==> src/rtl/ctac_pkg.sv <==
`timescale 1ns / 1ps

package ctac_pkg;

    // request actions
    localparam logic [1:0] ACT_SET_ALARM     = 2'd0;
    localparam logic [1:0] ACT_ELAPSED_ALARM = 2'd1;
    localparam logic [1:0] ACT_ELAPSED_SAVED = 2'd2;
    localparam logic [1:0] ACT_READ_TICK     = 2'd3;

    // configuration register indexes (byte address 4*index)
    localparam logic REG_WAKE_UP_TIME  = 1'b0;
    localparam logic REG_TIMEOUT_FLOOR = 1'b1;

    localparam logic [7:0] WAKE_UP_TIME_RST  = 8'd2;
    localparam logic [5:0] TIMEOUT_FLOOR_RST = 6'd2;

    localparam logic [31:0] TICK_WRAP     = 32'd1540898437;
    localparam int          LONG_LIMIT    = 2160000;
    localparam logic [31:0] SHORT_LIMIT   = 32'd50;
    localparam logic [6:0]  LONG_DAY_STEP = 7'd25;

    // smallest adjusted timeout whose 2.048 s scaling exceeds LONG_LIMIT
    localparam logic [31:0] TADJ_LONG_MIN = 32'((((LONG_LIMIT + 1) * 125) + 255) / 256);

    // exact reciprocals: floor(x * R >> k) == x / d for x < 2^n, k = n + ceil(log2 d)
    localparam int          SHIFT_125 = 36;
    localparam logic [29:0] RECIP_125 = 30'(((64'd1 << SHIFT_125) + 64'd124) / 64'd125);
    localparam int          SHIFT_60  = 29;
    localparam logic [23:0] RECIP_60  = 24'(((64'd1 << SHIFT_60) + 64'd59) / 64'd60);
    localparam int          SHIFT_24  = 15;
    localparam logic [10:0] RECIP_24  = 11'(((64'd1 << SHIFT_24) + 64'd23) / 64'd24);

    typedef struct packed {
        logic [1:0]  action;
        logic [6:0]  year;
        logic [3:0]  month;
        logic [4:0]  date_of_month;
        logic [4:0]  hours;
        logic [5:0]  minutes;
        logic [5:0]  seconds;
        logic [31:0] timeout;
        logic        stop_mode;
        logic [30:0] saved_tick;
    } request_t;

    typedef struct packed {
        logic        alarm_armed;
        logic [5:0]  alarm_day;
        logic [4:0]  alarm_hours;
        logic [5:0]  alarm_minutes;
        logic [5:0]  alarm_seconds;
        logic [31:0] tick_value;
    } result_t;

    // one step strobe per datapath stage
    typedef struct packed {
        logic load;
        logic hours;
        logic mins;
        logic secs;
        logic tick;
        logic divb;
        logic remb;
        logic div24;
        logic finish;
    } cmd_t;

    function automatic logic [8:0] month_start(input logic [3:0] mi);
        logic [8:0] r;
        unique case (mi)
            4'd0:    r = 9'd0;
            4'd1:    r = 9'd31;
            4'd2:    r = 9'd59;
            4'd3:    r = 9'd90;
            4'd4:    r = 9'd120;
            4'd5:    r = 9'd151;
            4'd6:    r = 9'd181;
            4'd7:    r = 9'd212;
            4'd8:    r = 9'd243;
            4'd9:    r = 9'd273;
            4'd10:   r = 9'd304;
            default: r = 9'd334;
        endcase
        return r;
    endfunction

    function automatic logic [5:0] month_len(input logic [3:0] mi);
        logic [5:0] r;
        unique case (mi)
            4'd1:                    r = 6'd28;
            4'd3, 4'd5, 4'd8, 4'd10: r = 6'd30;
            default:                 r = 6'd31;
        endcase
        return r;
    endfunction

endpackage

==> src/rtl/ctac_regs.sv <==
`timescale 1ns / 1ps

module ctac_regs
(
    input  logic        clk,
    input  logic        rst_n,
    input  logic        psel,
    input  logic        penable,
    input  logic        pwrite,
    input  logic [2:0]  paddr,
    input  logic [31:0] pwdata,
    output logic [31:0] prdata,
    output logic        pready,
    output logic [7:0]  wake_up_time,
    output logic [5:0]  timeout_floor
);

    logic [7:0] wake_up_time_reg, wake_up_time_next;
    logic [5:0] timeout_floor_reg, timeout_floor_next;
    logic       wr_en;

    assign pready = 1'b1;
    assign wr_en  = psel & penable & pwrite;

    always_comb
    begin
        wake_up_time_next  = wake_up_time_reg;
        timeout_floor_next = timeout_floor_reg;
        if (wr_en)
        begin
            unique case (paddr[2])
                ctac_pkg::REG_WAKE_UP_TIME:  wake_up_time_next  = pwdata[7:0];
                ctac_pkg::REG_TIMEOUT_FLOOR: timeout_floor_next = pwdata[5:0];
                default:                     wake_up_time_next  = wake_up_time_reg;
            endcase
        end
    end

    always_ff @(posedge clk or negedge rst_n)
    begin
        if (!rst_n)
        begin
            wake_up_time_reg  <= ctac_pkg::WAKE_UP_TIME_RST;
            timeout_floor_reg <= ctac_pkg::TIMEOUT_FLOOR_RST;
        end
        else
        begin
            wake_up_time_reg  <= wake_up_time_next;
            timeout_floor_reg <= timeout_floor_next;
        end
    end

    always_comb
    begin
        unique case (paddr[2])
            ctac_pkg::REG_WAKE_UP_TIME:  prdata = 32'(wake_up_time_reg);
            ctac_pkg::REG_TIMEOUT_FLOOR: prdata = 32'(timeout_floor_reg);
            default:                     prdata = 32'd0;
        endcase
    end

    assign wake_up_time  = wake_up_time_reg;
    assign timeout_floor = timeout_floor_reg;

endmodule

==> src/rtl/ctac_dp.sv <==
`timescale 1ns / 1ps

module ctac_dp
(
    input  logic               clk,
    input  logic               rst_n,
    input  ctac_pkg::cmd_t     cmd,
    input  ctac_pkg::request_t request,
    input  logic [7:0]         wake_up_time,
    input  logic [5:0]         timeout_floor,
    output ctac_pkg::result_t  result
);

    ctac_pkg::request_t req_reg, req_next;
    ctac_pkg::result_t  out_reg, out_next;
    logic [3:0]  mi_reg, mi_next;
    logic [15:0] days_reg, days_next;
    logic [31:0] tadj_reg, tadj_next;
    logic [31:0] acc_reg, acc_next;
    logic [22:0] scaled_reg, scaled_next;
    logic        long_reg, long_next;
    logic [22:0] div_reg, div_next;
    logic [17:0] quo_reg, quo_next;
    logic [31:0] tick_reg, tick_next;
    logic [5:0]  as_reg, as_next;
    logic [5:0]  am_reg, am_next;
    logic [9:0]  z_reg, z_next;
    logic [5:0]  qd_reg, qd_next;
    logic [30:0] ctx_reg, ctx_next;

    // load-time calendar terms
    logic [3:0]  mi;
    logic [5:0]  leaps;
    logic        extra;
    logic [15:0] days_raw;
    logic [31:0] t_clamped;

    logic [58:0] prod125;
    logic [46:0] prod60;
    logic [39:0] tick_prod;
    logic [25:0] prod24;

    // finish-time terms
    logic        armed;
    logic [6:0]  ad;
    logic [6:0]  dim;
    logic [6:0]  ad_wrapped;
    logic [4:0]  ah;
    logic [30:0] ref_tick;
    logic [31:0] elapsed;

    always_comb
    begin
        if (request.month == 4'd0)
            mi = 4'd0;
        else if (request.month > 4'd12)
            mi = 4'd11;
        else
            mi = request.month - 4'd1;

        leaps = (request.year == 7'd0) ? 6'd0
                                       : 6'((request.year - 7'd1) >> 2) + 6'd1;
        extra = (request.year[1:0] == 2'd0) && (mi > 4'd1);
        days_raw = 16'(16'(request.year) * 16'd365) + 16'(leaps)
                 + 16'(ctac_pkg::month_start(mi)) + 16'(request.date_of_month)
                 + 16'(extra);

        if (request.timeout < ctac_pkg::SHORT_LIMIT
            && request.timeout < 32'(timeout_floor))
            t_clamped = 32'(timeout_floor);
        else
            t_clamped = request.timeout;
    end

    assign prod125   = 59'({tadj_reg[20:0], 8'd0}) * 59'(ctac_pkg::RECIP_125);
    assign prod60    = 47'(div_reg) * 47'(ctac_pkg::RECIP_60);
    assign tick_prod = 40'(acc_reg) * 40'd125 + 40'd128;
    assign prod24    = 26'(z_reg) * 26'(ctac_pkg::RECIP_24);

    always_comb
    begin
        armed = (req_reg.action == ctac_pkg::ACT_SET_ALARM) && (req_reg.timeout != 32'd0);

        dim = 7'(ctac_pkg::month_len(mi_reg));
        if (req_reg.year[1:0] == 2'd0 && mi_reg == 4'd1)
            dim = 7'd29;

        ah = 5'(z_reg - 10'(10'(qd_reg) * 10'd24));
        if (long_reg)
            ad = 7'(req_reg.date_of_month) + ctac_pkg::LONG_DAY_STEP;
        else
            ad = 7'(qd_reg) + 7'(req_reg.date_of_month);

        // day is below three month lengths, so at most two subtractions
        if (ad <= dim)
            ad_wrapped = ad;
        else if (ad >= 7'(dim << 1))
            ad_wrapped = ad - 7'(dim << 1);
        else
            ad_wrapped = ad - dim;

        ref_tick = (req_reg.action == ctac_pkg::ACT_ELAPSED_ALARM) ? ctx_reg
                                                                    : req_reg.saved_tick;
        if (tick_reg >= 32'(ref_tick))
            elapsed = tick_reg - 32'(ref_tick);
        else
            elapsed = tick_reg + ctac_pkg::TICK_WRAP - 32'(ref_tick);
    end

    always_comb
    begin
        req_next    = req_reg;
        out_next    = out_reg;
        mi_next     = mi_reg;
        days_next   = days_reg;
        tadj_next   = tadj_reg;
        acc_next    = acc_reg;
        scaled_next = scaled_reg;
        long_next   = long_reg;
        div_next    = div_reg;
        quo_next    = quo_reg;
        tick_next   = tick_reg;
        as_next     = as_reg;
        am_next     = am_reg;
        z_next      = z_reg;
        qd_next     = qd_reg;
        ctx_next    = ctx_reg;

        if (cmd.load)
        begin
            req_next  = request;
            mi_next   = mi;
            days_next = (days_raw == 16'd0) ? 16'd0 : days_raw - 16'd1;
            tadj_next = request.stop_mode ? t_clamped - 32'(wake_up_time) : t_clamped;
        end
        if (cmd.hours)
        begin
            acc_next    = 32'(days_reg) * 32'd24 + 32'(req_reg.hours);
            scaled_next = 23'(prod125 >> ctac_pkg::SHIFT_125);
            long_next   = tadj_reg >= ctac_pkg::TADJ_LONG_MIN;
        end
        if (cmd.mins)
        begin
            acc_next = acc_reg * 32'd60 + 32'(req_reg.minutes);
            div_next = scaled_reg + 23'(req_reg.seconds);
        end
        if (cmd.secs)
        begin
            acc_next = acc_reg * 32'd60 + 32'(req_reg.seconds);
            quo_next = 18'(prod60 >> ctac_pkg::SHIFT_60);
        end
        if (cmd.tick)
        begin
            tick_next = 32'(tick_prod >> 8);
            as_next   = 6'(div_reg - 23'(23'(quo_reg) * 23'd60));
            div_next  = 23'(quo_reg) + 23'(req_reg.minutes);
        end
        if (cmd.divb)
            quo_next = 18'(prod60 >> ctac_pkg::SHIFT_60);
        if (cmd.remb)
        begin
            am_next = 6'(div_reg - 23'(23'(quo_reg) * 23'd60));
            z_next  = 10'(quo_reg + 18'(req_reg.hours));
        end
        if (cmd.div24)
            qd_next = 6'(prod24 >> ctac_pkg::SHIFT_24);
        if (cmd.finish)
        begin
            out_next.alarm_armed   = armed;
            out_next.alarm_day     = armed ? 6'(ad_wrapped) : 6'd0;
            out_next.alarm_hours   = !armed ? 5'd0 : (long_reg ? req_reg.hours : ah);
            out_next.alarm_minutes = !armed ? 6'd0 : (long_reg ? req_reg.minutes : am_reg);
            out_next.alarm_seconds = !armed ? 6'd0 : (long_reg ? req_reg.seconds : as_reg);
            unique case (req_reg.action)
                ctac_pkg::ACT_ELAPSED_ALARM,
                ctac_pkg::ACT_ELAPSED_SAVED: out_next.tick_value = elapsed;
                ctac_pkg::ACT_SET_ALARM,
                ctac_pkg::ACT_READ_TICK:     out_next.tick_value = tick_reg;
                default:                     out_next.tick_value = tick_reg;
            endcase
            if (armed)
                ctx_next = tick_reg[30:0];
        end
    end

    always_ff @(posedge clk)
    begin
        req_reg    <= req_next;
        out_reg    <= out_next;
        mi_reg     <= mi_next;
        days_reg   <= days_next;
        tadj_reg   <= tadj_next;
        acc_reg    <= acc_next;
        scaled_reg <= scaled_next;
        long_reg   <= long_next;
        div_reg    <= div_next;
        quo_reg    <= quo_next;
        tick_reg   <= tick_next;
        as_reg     <= as_next;
        am_reg     <= am_next;
        z_reg      <= z_next;
        qd_reg     <= qd_next;
    end

    always_ff @(posedge clk or negedge rst_n)
    begin
        if (!rst_n)
            ctx_reg <= 31'd0;
        else
            ctx_reg <= ctx_next;
    end

    assign result = out_reg;

endmodule

==> src/rtl/ctac_ctrl.sv <==
`timescale 1ns / 1ps

module ctac_ctrl
(
    input  logic           clk,
    input  logic           rst_n,
    input  logic           request_valid,
    output logic           request_stall,
    output logic           result_valid,
    input  logic           result_stall,
    output ctac_pkg::cmd_t cmd
);

    typedef enum logic [8:0] {
        S_IDLE  = 9'b000000001,
        S_HOURS = 9'b000000010,
        S_MINS  = 9'b000000100,
        S_SECS  = 9'b000001000,
        S_TICK  = 9'b000010000,
        S_DIVB  = 9'b000100000,
        S_REMB  = 9'b001000000,
        S_DIV24 = 9'b010000000,
        S_FIN   = 9'b100000000
    } state_t;

    state_t state_reg, state_next;
    logic   result_valid_reg, result_valid_next;
    logic   out_free;
    logic   accept;

    assign out_free      = !result_valid_reg || !result_stall;
    assign request_stall = !((state_reg == S_IDLE) || (state_reg == S_FIN && out_free));
    assign accept        = request_valid && !request_stall;

    always_comb
    begin
        cmd        = '0;
        cmd.load   = accept;
        cmd.hours  = state_reg == S_HOURS;
        cmd.mins   = state_reg == S_MINS;
        cmd.secs   = state_reg == S_SECS;
        cmd.tick   = state_reg == S_TICK;
        cmd.divb   = state_reg == S_DIVB;
        cmd.remb   = state_reg == S_REMB;
        cmd.div24  = state_reg == S_DIV24;
        cmd.finish = (state_reg == S_FIN) && out_free;
    end

    always_comb
    begin
        state_next = state_reg;
        unique case (state_reg)
            S_IDLE:  if (accept) state_next = S_HOURS;
            S_HOURS: state_next = S_MINS;
            S_MINS:  state_next = S_SECS;
            S_SECS:  state_next = S_TICK;
            S_TICK:  state_next = S_DIVB;
            S_DIVB:  state_next = S_REMB;
            S_REMB:  state_next = S_DIV24;
            S_DIV24: state_next = S_FIN;
            S_FIN:
            begin
                // a new request may enter as this result leaves
                if (accept)
                    state_next = S_HOURS;
                else if (out_free)
                    state_next = S_IDLE;
            end
            default: state_next = S_IDLE;
        endcase

        result_valid_next = cmd.finish || (result_valid_reg && result_stall);
    end

    always_ff @(posedge clk or negedge rst_n)
    begin
        if (!rst_n)
        begin
            state_reg        <= S_IDLE;
            result_valid_reg <= 1'b0;
        end
        else
        begin
            state_reg        <= state_next;
            result_valid_reg <= result_valid_next;
        end
    end

    assign result_valid = result_valid_reg;

`ifndef SYNTH
    a_fixed_latency: assert property (@(posedge clk) disable iff (!rst_n)
        accept |-> ##8 (state_reg == S_FIN))
        else $error("request did not reach the finish step after eight cycles");

    a_finish_shows: assert property (@(posedge clk) disable iff (!rst_n)
        cmd.finish |=> result_valid_reg)
        else $error("finished result not presented");

    a_valid_source: assert property (@(posedge clk) disable iff (!rst_n)
        $rose(result_valid_reg) |-> $past(state_reg == S_FIN))
        else $error("result valid raised outside the finish step");
`endif

endmodule

==> src/rtl/calendar_tick_alarm_calculator.sv <==
`timescale 1ns / 1ps
// channel   payload      handshake                   accepted when
// request   request_t    request_valid/request_stall valid & !stall
// result    result_t     result_valid/result_stall   valid & !stall
// config    APB          psel/penable/pwrite/pready  access phase, pready tied high
//
// A request steps through the hours, mins, secs, tick, divb, remb, div24 and
// finish states; a new one is taken only from idle or the finish step. The
// steps form a chain of constant multiplies (calendar to seconds, 2.048 s
// scaling, two divides by 60 and one by 24).
// rst_n clears the sequencer, result valid, the alarm context and the configuration registers.
// A stalled result holds the finish step and the request side with it; from
// idle one request may still enter behind it.

module calendar_tick_alarm_calculator
(
    input  logic               clk,
    input  logic               rst_n,
    input  logic               request_valid,
    output logic               request_stall,
    input  ctac_pkg::request_t request,
    output logic               result_valid,
    input  logic               result_stall,
    output ctac_pkg::result_t  result,
    input  logic               psel,
    input  logic               penable,
    input  logic               pwrite,
    input  logic [2:0]         paddr,
    input  logic [31:0]        pwdata,
    output logic [31:0]        prdata,
    output logic               pready
);

    ctac_pkg::cmd_t cmd;
    logic [7:0]     wake_up_time;
    logic [5:0]     timeout_floor;

    ctac_regs u_regs
    (
        .clk           (clk),
        .rst_n         (rst_n),
        .psel          (psel),
        .penable       (penable),
        .pwrite        (pwrite),
        .paddr         (paddr),
        .pwdata        (pwdata),
        .prdata        (prdata),
        .pready        (pready),
        .wake_up_time  (wake_up_time),
        .timeout_floor (timeout_floor)
    );

    ctac_ctrl u_ctrl
    (
        .clk           (clk),
        .rst_n         (rst_n),
        .request_valid (request_valid),
        .request_stall (request_stall),
        .result_valid  (result_valid),
        .result_stall  (result_stall),
        .cmd           (cmd)
    );

    ctac_dp u_dp
    (
        .clk           (clk),
        .rst_n         (rst_n),
        .cmd           (cmd),
        .request       (request),
        .wake_up_time  (wake_up_time),
        .timeout_floor (timeout_floor),
        .result        (result)
    );

endmodule
==> config.mk <==
export PLATFORM = sky130hd
export DESIGN_NAME = calendar_tick_alarm_calculator
export DESIGN_NICKNAME = d
export VERILOG_FILES = /design/src/rtl/ctac_pkg.sv /design/src/rtl/ctac_regs.sv /design/src/rtl/ctac_dp.sv /design/src/rtl/ctac_ctrl.sv /design/src/rtl/calendar_tick_alarm_calculator.sv
export SDC_FILE = /design/constraint.sdc
export NUM_CORES = 2
export LEC_CHECK = 0
export ABC_AREA = 1
export BUFFER_PORTS_ARGS = -buffer_cell sky130_fd_sc_hd__buf_2
export CORE_ASPECT_RATIO = 2
export CORE_UTILIZATION = 50
export DETAILED_ROUTE_END_ITERATION = 8
export PLACE_DENSITY = 0.66
export SLEW_MARGIN = 20
export SYNTH_ARGS = -nofsm -noshare
export SYNTH_HDL_FRONTEND = slang
export SYNTH_SLANG_ARGS = --single-unit
==> constraint.sdc <==
create_clock -name clk -period 11.8 [get_ports clk]
set_input_delay 1.77 -clock clk [delete_from_list [all_inputs] [get_ports clk]]
set_output_delay 1.77 -clock clk [all_outputs]
set_load 0.005 [all_outputs]
## Yosys cells after proc, flatten, opt, wreduce, memory -nomap -nowiden

Memories as Yosys holds them, arrays and structs flattened.
Index checks and enable logic that the tools add are counted.

- Output and inout port bits: 91
- Input port bits: 141
- Memories: 1
- Word-level logic and storage cells: 155
- Memory bits (read-only): 144
- Register bits: 409

Memories:

| name | words | bits a word | rd ports | clocked after Yosys merged registers in | wr ports | line | source |
|---|---|---|---|---|---|---|---|
| (name not given) | 16 | 9 | 1 | 0 | 0 | ctac_pkg.sv:71 | `unique case (mi)` |

- Reductions and logical operators: 30
- $mul: 9
- Mux-type cells: 28
- Eq/ne operators: 19
- Add/subtract/negate cells: 25
- Bitwise gates (word level): 3
- Order comparisons: 8

Operator list:

| cell | count |
|---|---|
| $mux W32 | 6 |
| $pmux W32 S2 | 2 |
| $pmux W9 S9 | 1 |
| $add A32 B6 Y32 | 2 |
| $sub A32 B31 Y32 | 2 |
| $mul A21 B29 Y50 const B | 1 |
| $mul A23 B24 Y47 const B | 1 |
| $mux W23 | 2 |
| $add A39 B8 Y40 const B | 1 |
| $mul A32 B7 Y39 const B | 1 |
| $mux W18 | 2 |
| $add A32 B31 Y32 const B | 1 |
| $ge A32 B21 Y1 const B | 1 |
| $ge A32 B31 Y1 | 1 |
| $lt A32 B6 Y1 | 1 |
| $lt A32 B6 Y1 const B | 1 |
| $mul A32 B4 Y30 const B | 1 |
| $reduce_bool A32 Y1 | 1 |
| $sub A32 B8 Y32 | 1 |
| $mux W31 | 1 |
| $mux W6 | 5 |
| $mux W9 | 3 |
| $add A23 B6 Y23 | 1 |
| $add A21 B5 Y22 | 1 |
| 60 further kinds | 82 |

## Depth between registers and ports, before layout

- Depth in word-level cells: 8
- Mapped depth: 34
- Depth with buffers taken out: 33

## Modules after synthesis

From an unflattened synthesis, not the netlist that was laid out.

- Cell total of the unflattened synthesis: 6,377
- Area, all modules: 53,293.6 um^2

Modules (own cells, without submodules):

| module | area an instance (um^2) | instances | cells each | seq. area each (um^2) |
|---|---|---|---|---|
| ctac_dp | 51,767.1 | 1 | 6,177 | 11,405.9 |
| ctac_regs | 869.6 | 1 | 115 | 352.8 |
| ctac_ctrl | 656.9 | 1 | 85 | 251.5 |

## Worst setup path before layout

No wires, ideal clock.

- Path type: input-to-reg
- Start point: input port result_stall
- End point: register u_dp.days_reg[0], enable pin
- Slack: 0.218 ns
- Library setup time: 0.642 ns
- Arrival: 10.939 ns
- Data required time: 11.158 ns
- Buffers on the path: 0
- Stages: 3
- Path through: a21oi_1 > nor2_1 > nor2_1

RTL lines:

| element | line | source |
|---|---|---|
| start, declared | calendar_tick_alarm_calculator.sv:23 | `input logic result_stall,` |
| end signal, assigned | ctac_dp.sv:191 | `days_reg <= days_next;` |
| end, declared | ctac_dp.sv:17 | `logic [15:0] days_reg, days_next;` |

## Worst setup path after layout

- Start point: input port request[86] in the netlist's numbering
- End point: register u_dp.days_reg[15], data pin

- Cells in the longest elaborated chain, start to end: 8
- Elaborated cells between the ends (all ways): 13
- Classes of those cells: 5 x add/sub; 2 x order compare; 2 x mux; 3 x reduce/logical; 1 x memory

Ends and longest elaborated chain:

| element | line | source |
|---|---|---|
| start, declared | calendar_tick_alarm_calculator.sv:21 | `input ctac_pkg::request_t request,` |
| $sub A4 B1 Y4 or $gt A4 B4 Y1 (tied branches) | ctac_dp.sv:59, ctac_dp.sv:56 |  |
| $mux W4 | ctac_dp.sv:56 | `else if (request.month > 4'd12)` |
| $mux W4 * | ctac_dp.sv:54 | `if (request.month == 4'd0)` |
| net u_dp.mi[0] | ctac_dp.sv:32 | `logic [3:0] mi;` |
| $mem_v2 Z16 W9 | - |  |
| $add A16 B9 Y16 | ctac_dp.sv:65 | `+ 16'(ctac_pkg::month_start(mi)) + 16'(request.date_of_month)` |
| $add A16 B5 Y16 | ctac_dp.sv:65 |  |
| $add A16 B1 Y16 * | ctac_dp.sv:66 | `+ 16'(extra);` |
| $sub A16 B1 Y16 or $logic_not A16 Y1 (tied branches) | ctac_dp.sv:133 | `days_next = (days_raw == 16'd0) ? 16'd0 : days_raw - 16'd1;` |

The timed path passes the listed nets; every way through them passes the cells marked *.
A chain may end at the register's enable or synchronous reset.

==> metrics.yaml <==
routing:
  drtPass1Iterations: 8
  wl_per_cell_um: 21.0
  num_vias: 44021
  drt-total-wl_um: 169000
  drc: 0
  via_per_inst: 5.47
  antenna_left: 0
  drtIter0Drc: 2026
worst_hold_path:
  hold_path_end: "u_dp.ctx_reg[19]"
  worstHoldStart: "u_dp.ctx_reg[19]"
  whs_path_depth: 2
  hp-class: "reg -> reg"
grt:
  grt_pass1_vias: 47121
  grt.total_usage_pct: 31.8
  grt_max_degree: 142
  use_met1_pct: 26.9
  grt_util_met2_pct: 61.9
  antenna_found_initial: 16
  top_usage_layer: "met2"
  grt.overflow.total: 0
  gr-usage-met3_pct: 4.72
  grt_pass1_wl_um: 257000
synthesis:
  ys_async_sr_fraction_pct: 13.4
  synth_fa_ha_area_share_pct: 36.5
  synth_warnings: 0
  synth_cell_types: 64
  synthTopCellsByArea: "edfxtp_1 20%, ha_1 19%, fa_1 17%"
  synth_top_area_cell: "edfxtp_1"
  synth-simple-area-share_pct: 17.6
  synth_top_family_by_area: "adder cells"
  synth_ff_type: "edfxtp_1"
  synth-edff-count: 354
  seq_area_frac_synth_pct: 22.5
  synth_compound_area_share_pct: 9.57
  muxShareOfSynthArea_pct: 0.192
  yosys-top-cells-count: "1,286 x inv_1, 1,178 x nand2_1, 813 x ha_1, 499 x nor2_1, 466 x fa_1"
  synth-xor-area-share_pct: 3.72
  yosysMostFrequentCell: "inv_1"
  synth_area_mm2: 0.0534
  synth_top_area_share_pct: 19.9
  synth_seq_cells: 409
  postSynthCellCount: 6441
  avgSynthCellArea_um2: 8.28
placement:
  placed_area_mm2: 0.0559
  finalWeightedCongestion: 1.02
  dpl.hpwl_um: 145000
  dp_slack_ns: 3.31
  numPortBuffers: 180
critical_path:
  startpoint_type: "primary input"
  cp_max_fo: 13
  r2r_cells: 22
  regToRegSetupSlack_ns: 4.98
  critPathCaptureType: "flip-flop"
  arrival_ns: 8.19
  worstPathRequired_ns: 12.16
  reg2reg_to: "u_dp.scaled_reg[18]"
  crit_type: "in -> reg"
  r2r_start: "u_dp.tadj_reg[19]"
cts:
  root_buffer: "clkbuf_16"
  cts_tree: "built"
  clock_latency_ns: 0.64
  htreeDepth: 2
  cts_buffers: 44
  clk_pin_slew_ns: 0.07
  ctsResizeCount: 0
  max-clock-path-buffers: 3
  cts_setup_buffers: 0
  postCtsHoldBufs: 0
  clock-sinks: 409
outcome:
  outcome: "completed"
sta:
  maxSlewHeadroom_pct: 19.5
  hold_viol: 0
  skew_ns: 0.0463
  period_share_pct: 66.4
  fin_tns_setup_ns: 0
  drv_slew: 0
  fmax_mhz: 128
  worstMarginPinSlew_ns: 1.19
  rsz0062_at_grt: "false"
  setup_ws_ns: 3.97
  period_needed_ns: 7.83
  setup_viol: 0
finish:
  design_area_mm2: 0.0575
  syn2layout_area_growth_pct: 7.70
  largest_register_ffs: 89
  final_util_pct: 54.2
  drive_above_1_share_pct: 5.49
  nets: 8053
floorplan:
  rows: 169
  die_area_mm2: 0.108
  start_util_pct: 50.4
  die_x_um: 233
  fp.dieH_um: 464
  io-pin-count: 232
  core_area_mm2: 0.106
job:
  drv_cap: 0
-- cell families after synthesis --
| kind of cell | after synthesis |
|---|---|
| compound gates | 929 |
| simple gates | 2215 |
| fa+ha+maj | 1279 |
| xor+xnor | 225 |
| other cells | 2 |
| flops | 409 |
| mux | 10 |
| buf+inv | 1372 |
-- stage by stage --
| step | hold slack (ns) | instances |
|---|---|---|
| finish | 0.480 | 8042 |
| global route | 0.504 | 8040 |
| CTS | 0.487 | 8037 |
| detailed placement | 0.473 | 7955 |
| global placement | 0.465 | 7955 |
| floorplan | 0.453 | 6464 |
-- worst max-delay path, cell delays in order --
cell	delay [ns]
buf_2	0.10
inv_1	0.10
ha_1	0.18
nand3_1	0.13
a21oi_1	0.31
inv_1	0.16
ha_1	0.24
o21ai_0	0.29
o21ai_0	0.14
inv_1	0.09
ha_1	0.25
fa_1	0.47
ha_1	0.33
fa_1	0.53
inv_1	0.05
fa_1	0.54
inv_1	0.05
ha_1	0.34
a21oi_1	0.22
o21ai_0	0.14
a21o_1	0.21
xnor2_1	0.37
nand2_1	0.20
nor3_1	0.18
nand4_1	0.45
inv_1	0.28
a21oi_1	0.06
-- worst max path at each step --
stage / from / end / slack, ns / cells after the start
global placement: request[86] / u_dp.days_reg[14] / 3.35 / 30
floorplan: result_stall / u_dp.days_reg[0] / 0.22 / 3
global route: request[86] / u_dp.days_reg[13] / 3.37 / 30
finish: request[86] / u_dp.days_reg[15] / 3.97 / 27
CTS: request[86] / u_dp.days_reg[15] / 3.96 / 27
detailed placement: request[86] / u_dp.days_reg[15] / 3.31 / 27
-- cell type report --
type	count	area, µm²
repair buffers	202	1080
flip-flops and latches	409	12000
clock buffers	48	1130
fillers	10004	48500
multi-input cells	4683	36200
inverters	1293	4850
clock inverters	34	440
diodes	5	12.5
well taps	1368	1710
-- placed cells by master, fill, tap and decap left out, types with 13 or more instances in the layout --
cell type,instances
a21oi_1,384
xnor2_1,74
nand2_2,18
nand2_1,1177
nor3_1,58
a21o_1,28
o21a_1,13
o211ai_1,16
a31oi_1,39
o21ai_0,347
or2_2,13
edfxtp_1,354
nand3_1,255
dfrtp_1,52
nand4_1,97
nor2_4,15
clkbuf_16,44
conb_1,25
ha_1,812
nor2_1,497
nor4_1,36
fa_1,466
nand3b_1,13
buf_2,180
buf_4,21
o21bai_1,30
xor2_1,149
inv_1,1286
-- per-layer routing --
layer	wire length, µm	up-vias	share of wire (%)
met5	153	-	0.091
met3	6910	626	4.1
li1	-	21329	-
met4	18000	22	11
met1	51900	20755	31
met2	92000	1289	54
Power is left out: the tool's default activity adds up to more than one toggle a clock period on the data nets, which glitch-free logic cannot reach.
